<file path="config.mk">
export PLATFORM = sky130hd
export DESIGN_NAME = slk_recip_div
export DESIGN_NICKNAME = d
export VERILOG_FILES = /design/src/rtl/slk_pkg.sv /design/src/rtl/slk_recip_div.sv
export SDC_FILE = /design/constraint.sdc
export NUM_CORES = 2
export LEC_CHECK = 0
export ABC_AREA = 0
export BUFFER_PORTS_ARGS = -buffer_cell sky130_fd_sc_hd__buf_2
export CORE_ASPECT_RATIO = 0.5
export CORE_MARGIN = 5
export CORE_UTILIZATION = 55
export DETAILED_ROUTE_END_ITERATION = 12
export PLACE_DENSITY = 0.71
export SLEW_MARGIN = 20
export SYNTH_ARGS = -nofsm -noshare
export SYNTH_HDL_FRONTEND = slang
export SYNTH_SLANG_ARGS = --single-unit
</file>
<file path="constraint.sdc">
create_clock -name clk -period 37.8 [get_ports clk]
set_clock_uncertainty 0.05 [all_clocks]
set_input_delay 5.67 -clock clk [delete_from_list [all_inputs] [get_ports clk]]
set_output_delay 5.67 -clock clk [all_outputs]
set_load 0.1 [all_outputs]
</file>
<file path="src/rtl/slk_pkg.sv">
// ----------------------------------------------------------------------------
// slk_pkg
// Shared widths, stage counts and saturation helpers for the slack
// condensing pipeline.
// ----------------------------------------------------------------------------
package slk_pkg;

  localparam int DATA_WIDTH = 32;
  localparam int FRAC_BITS  = 16;

  // unsigned field width (positive Q format, sign bit dropped)
  localparam int UW = DATA_WIDTH - 1;

  // dividend is 1.0 * 2^FRAC_BITS = 2^(2*FRAC_BITS); one quotient bit per step
  localparam int DIV_BITS   = 2 * FRAC_BITS + 1;
  localparam int DIV_STEPS  = 4;
  localparam int DIV_STAGES = (DIV_BITS + DIV_STEPS - 1) / DIV_STEPS;

  // residual unit latency and the sideband delay that lines it up with the divider
  localparam int RES_STAGES = 2;
  localparam int SIDE_DLY   = DIV_STAGES - RES_STAGES;

  // extended width for sums of products before saturation
  localparam int EW = 2 * DATA_WIDTH + 2;

  localparam logic signed [DATA_WIDTH-1:0] QMAX = {1'b0, {(DATA_WIDTH-1){1'b1}}};
  localparam logic signed [DATA_WIDTH-1:0] QMIN = {1'b1, {(DATA_WIDTH-1){1'b0}}};
  localparam logic [UW-1:0]                UMAX = {UW{1'b1}};

  // clamp a wide signed value to the signed data range
  function automatic logic signed [DATA_WIDTH-1:0] sat_s(input logic signed [EW-1:0] v);
    logic signed [DATA_WIDTH-1:0] res;
    if (v > EW'(QMAX)) begin
      res = QMAX;
    end else if (v < EW'(QMIN)) begin
      res = QMIN;
    end else begin
      res = v[DATA_WIDTH-1:0];
    end
    return res;
  endfunction

  // clamp a wide unsigned value to the positive range
  function automatic logic [UW-1:0] sat_u(input logic [EW-1:0] v);
    logic [UW-1:0] res;
    if (v > EW'(UMAX)) begin
      res = UMAX;
    end else begin
      res = v[UW-1:0];
    end
    return res;
  endfunction

endpackage

</file>
<file path="src/rtl/slk_recip_div.sv">
// ----------------------------------------------------------------------------
// slk_recip_div
// Pipelined restoring divider forming floor(2^(2*FRAC_BITS) / slack),
// up to DIV_STEPS (four) quotient bits per stage, saturated to the positive range.
// ----------------------------------------------------------------------------
module slk_recip_div (
  input  logic                 clk,
  input  logic                 en,
  input  logic [slk_pkg::UW-1:0] slack,
  output logic [slk_pkg::UW-1:0] inv
);

  localparam int DW  = slk_pkg::DATA_WIDTH;
  localparam int UW  = slk_pkg::UW;
  localparam int NST = slk_pkg::DIV_STAGES;
  localparam int NS  = slk_pkg::DIV_STEPS;
  localparam int NB  = slk_pkg::DIV_BITS;

  logic [DW-1:0] rem  [1:NST];
  logic [UW-1:0] quo  [1:NST];
  logic          ovf  [1:NST];
  logic [UW-1:0] dvs  [1:NST];

  for (genvar k = 0; k < NST; k++) begin : g_stage
    logic [DW-1:0] rin;
    logic [UW-1:0] qin;
    logic          oin;
    logic [UW-1:0] din;
    logic [DW-1:0] r;
    logic [DW-1:0] r2;
    logic [UW-1:0] q;
    logic          o;

    // seed the first stage, chain the rest
    if (k == 0) begin : g_seed
      assign rin = '0;
      assign qin = '0;
      assign oin = 1'b0;
      assign din = slack;
    end else begin : g_chain
      assign rin = rem[k];
      assign qin = quo[k];
      assign oin = ovf[k];
      assign din = dvs[k];
    end

    // run this stage's quotient bits
    always_comb begin
      r  = rin;
      q  = qin;
      o  = oin;
      r2 = '0;
      for (int t = 0; t < NS; t++) begin
        if (k * NS + t < NB) begin
          r2 = {r[DW-2:0], (k * NS + t == 0) ? 1'b1 : 1'b0};
          o  = o | q[UW-1];
          if (r2 >= {1'b0, din}) begin
            r = r2 - {1'b0, din};
            q = {q[UW-2:0], 1'b1};
          end else begin
            r = r2;
            q = {q[UW-2:0], 1'b0};
          end
        end
      end
    end

    // advance the stage
    always_ff @(posedge clk) begin
      if (en) begin
        rem[k+1] <= r;
        quo[k+1] <= q;
        ovf[k+1] <= o;
        dvs[k+1] <= din;
      end
    end
  end

  // saturate on quotient overflow
  assign inv = ovf[NST] ? slk_pkg::UMAX : quo[NST];

endmodule

</file>
==> flow_summary_export.csv <==
group,metric,value,unit
sta,period_needed,16.78,ns
global_route,first_global_vias,63082,
global_route,grt_max_degree,166,
critical_path,crit_required,38.15,ns
global_route,grt_use_total,25.32,%
clock_network,clock_latency,0.70,ns
clock_network,holdBufCountCts,0,
critical_path,end_kind,"flip-flop",
cells_and_area,antenna_cells,0,
clock_network,tritoncts,"yes",
min_path,min_to,"quo[0][165]$_DFFE_PP_",
route,drt_iter0_drc,3824,
critical_path,criticalPathCategory,"in -> reg",
sta,rsz0062_at_grt,"false",
sta,final_max_slew_viol_count,0,
logic_synthesis,ys_seq_elements,672,
clock_network,cts_setup_buffers,0,
critical_path,r2r_start,"dvs[0][62]$_DFFE_PP_",
route,wl,192100,um
cells_and_area,drive_gt1_share,10.26,%
cells_and_area,fin_util,58.67,%
sta,max-slew-margin-rel,23.81,%
placement,placed_cells,10536,
logic_synthesis,syn-cell-area,76990,um2
critical_path,crit_slowest_cell,"nor4_1",
logic_synthesis,synthFlopType,"edfxtp_1",
sta,hold_viol,0,
placement,place_ws,20.10,ns
placement,dp_hpwl,154400,um
logic_synthesis,synth_edf_count,672,
sta,clock.fmax,0.05958,GHz
sta,period_share,44.40,%
sta,final.setup.tns,0,ns
route,ant_nets,0,
logic_synthesis,async_flop_share,0,%
floorplanning,row_count,97,
min_path,holdPathStages,0,
critical_path,start_kind,"input pin",
route,dr_total_vias,64404,
placement,gp_congestion,0.9559,
route,drc,0,
sta,finalSetupViolCount,0,
critical_path,cp_max_fo,35,
critical_path,crit_top_cell,"buf_4",
logic_synthesis,ys.warnings.count,0,
route,post_drt_via_cell_ratio,6.035,
global_route,antenna_found_initial,2,
sta,worst_slew_pin_slew,1.130,ns
global_route,overflow,0,
sta,layout_setup_ws,21.02,ns
route,firstDrtPassIters,6,
global_route,grt_first_pass_wirelength,313500,um
logic_synthesis,avgSynthCellArea,8.843,um2
flow_run,maxCapViolations,0,
critical_path,r2r_end,"rem[0][97]$_DFFE_PP_",
clock_network,clkTransAtPathRegs,0.07,ns
floorplanning,die_h,274.6,um
floorplanning,chipWidth,539.1,um
cells_and_area,stdcell_count,10672,
floorplanning,die_area,148000,um2
logic_synthesis,syn_inst,8706,
cells_and_area,layout_commonest_cell,"ha_1",
cells_and_area,final_nets,9739,
logic_synthesis,ys_seq_area_share,26.21,%
clock_network,h-tree-depth,3,
critical_path,slowest_delay,0.62,ns
min_path,holdCritStartpoint,"quo[0][130]$_DFFE_PP_",
outcome,status,"complete, no violations",
cells_and_area,area_growth,6.364,%
clock_network,clk_path_buf_depth,3,
logic_synthesis,yosysUniqueCellTypes,105,
critical_path,rrSetupSlack,21.42,ns
floorplanning,io_pins,64,
critical_path,rr_worst_depth,57,
clock_network,root_buffer,"clkbuf_16",
clock_network,ctsResizeCount,0,
clock_network,numCtsBuffers,74,
cells_and_area,most-common-layout-cells,"968 x ha_1, 847 x a21oi_1, 672 x edfxtp_1",
placement,port_buffers,63,
clock_network,cts_sinks,672,
floorplanning,coreArea,139600,um2
min_path,hp-class,"reg -> reg",
route,post_drt_wl_per_cell,18.00,um
floorplanning,start_util,55.16,%
critical_path,cp_data_arrival_time,17.14,ns
-- registers in the layout, summed over array words and instances (netlist names) --
signal / count
dvs: 248
rem: 248
quo: 174
ovf: 2
-- worst max-delay path by stage --
| stage | startpoint | endpoint | slack (ns) | cells after the start |
|---|---|---|---|---|
| 6_report | slack[3] | rem[0][35]$_DFFE_PP_ | 21.02 | 46 |
| 5_1_grt | slack[21] | rem[0][35]$_DFFE_PP_ | 19.93 | 46 |
| 4_1_cts | slack[21] | rem[0][35]$_DFFE_PP_ | 20.81 | 45 |
| 3_5_place_dp | slack[21] | rem[0][49]$_DFFE_PP_ | 20.10 | 45 |
| 3_3_place_gp | slack[21] | rem[0][49]$_DFFE_PP_ | 20.20 | 45 |
| 2_1_floorplan | slack[1] | rem[0][49]$_DFFE_PP_ | 22.02 | 47 |
-- critical path, delay by kind of cell --
family / cells / cell delay, ns
multiplexers: 2 / 0.73
adder cells (fa/ha/maj): 3 / 0.83
AO/OA/AOI/OAI: 19 / 4.77
buffers and inverters: 7 / 1.58
AND/OR/NAND/NOR: 15 / 3.49
-- synth_stat cells, types with 27 or more instances --
cell type / count / area share, %
xnor2_1: 534 / 6.1
mux2i_1: 37 / 0.48
inv_1: 523 / 2.5
nand2b_1: 153 / 1.2
o21bai_1: 101 / 0.98
a31oi_1: 77 / 0.63
ha_1: 968 / 16
o211ai_1: 49 / 0.48
nor2b_1: 97 / 0.79
a21o_1: 409 / 4.0
a21oi_1: 847 / 5.5
or3_1: 50 / 0.41
and2_1: 71 / 0.58
nand2_1: 584 / 2.8
clkbuf_1: 102 / 0.50
o31a_1: 29 / 0.33
edfxtp_1: 672 / 26
mux2_2: 485 / 7.1
nor2_1: 651 / 3.2
xor2_1: 246 / 2.8
o31ai_1: 60 / 0.59
a31o_2: 27 / 0.31
a21boi_0: 35 / 0.34
or2_2: 73 / 0.59
a211oi_1: 79 / 0.77
and3_1: 74 / 0.60
o21ai_0: 547 / 3.6
o21a_1: 155 / 1.5
nand4_1: 67 / 0.54
nor3_1: 127 / 0.83
nand3_1: 164 / 1.1
buf_2: 56 / 0.36
-- logic make-up (layout without fill, tap and decap cells) --
family / after synthesis / count (layout) / synth area share [%]
AO/OA/AOI/OAI: 2774 / 2774 / 23.22
AND/OR/NAND/NOR: 2229 / 2229 / 13.89
adder cells (fa/ha/maj): 975 / 975 / 15.91
XOR/XNOR: 780 / 780 / 8.873
buffers and inverters: 714 / 786 / 3.640
flip-flops: 672 / 672 / 26.21
multiplexers: 561 / 561 / 8.243
other: 1 / 14 / 0.004871
-- stage by stage --
step / area [um2] / hold slack [ns]
after detailed placement: 79450 / 0.3545
after floorplan: 77040 / 0.3503
after global routing: 81890 / 0.3677
final: 81890 / 0.3571
after global placement: 79450 / 0.3507
after CTS: 81890 / 0.3612
-- layer usage --
| metal | part of all wire, % | wire, um | track usage, % | up-vias |
|---|---|---|---|---|
| li1 | - | - | - | 32535 |
| met3 | 3.3 | 6364 | 2.417 | 391 |
| met4 | 4.7 | 9073 | 10.87 | 0 |
| met1 | 44 | 83880 | 30.48 | 30249 |
| met5 | 0 | 0 | 0 | - |
| met2 | 48 | 92810 | 46.32 | 1229 |
-- area by class of cell --
type                       instances  area, um2
clock inverter                    54      516.7
sequential                       672      20180
tap                             1881       2354
multi-input combinational       7333      54170
timing repair buffer             115      740.7
inverter                         535       2008
clock buffer                      82       1924
fill                           12357      57680
Power is not shown: default switching activity piles up to over one toggle a cycle in this logic, so the estimate is an artifact.
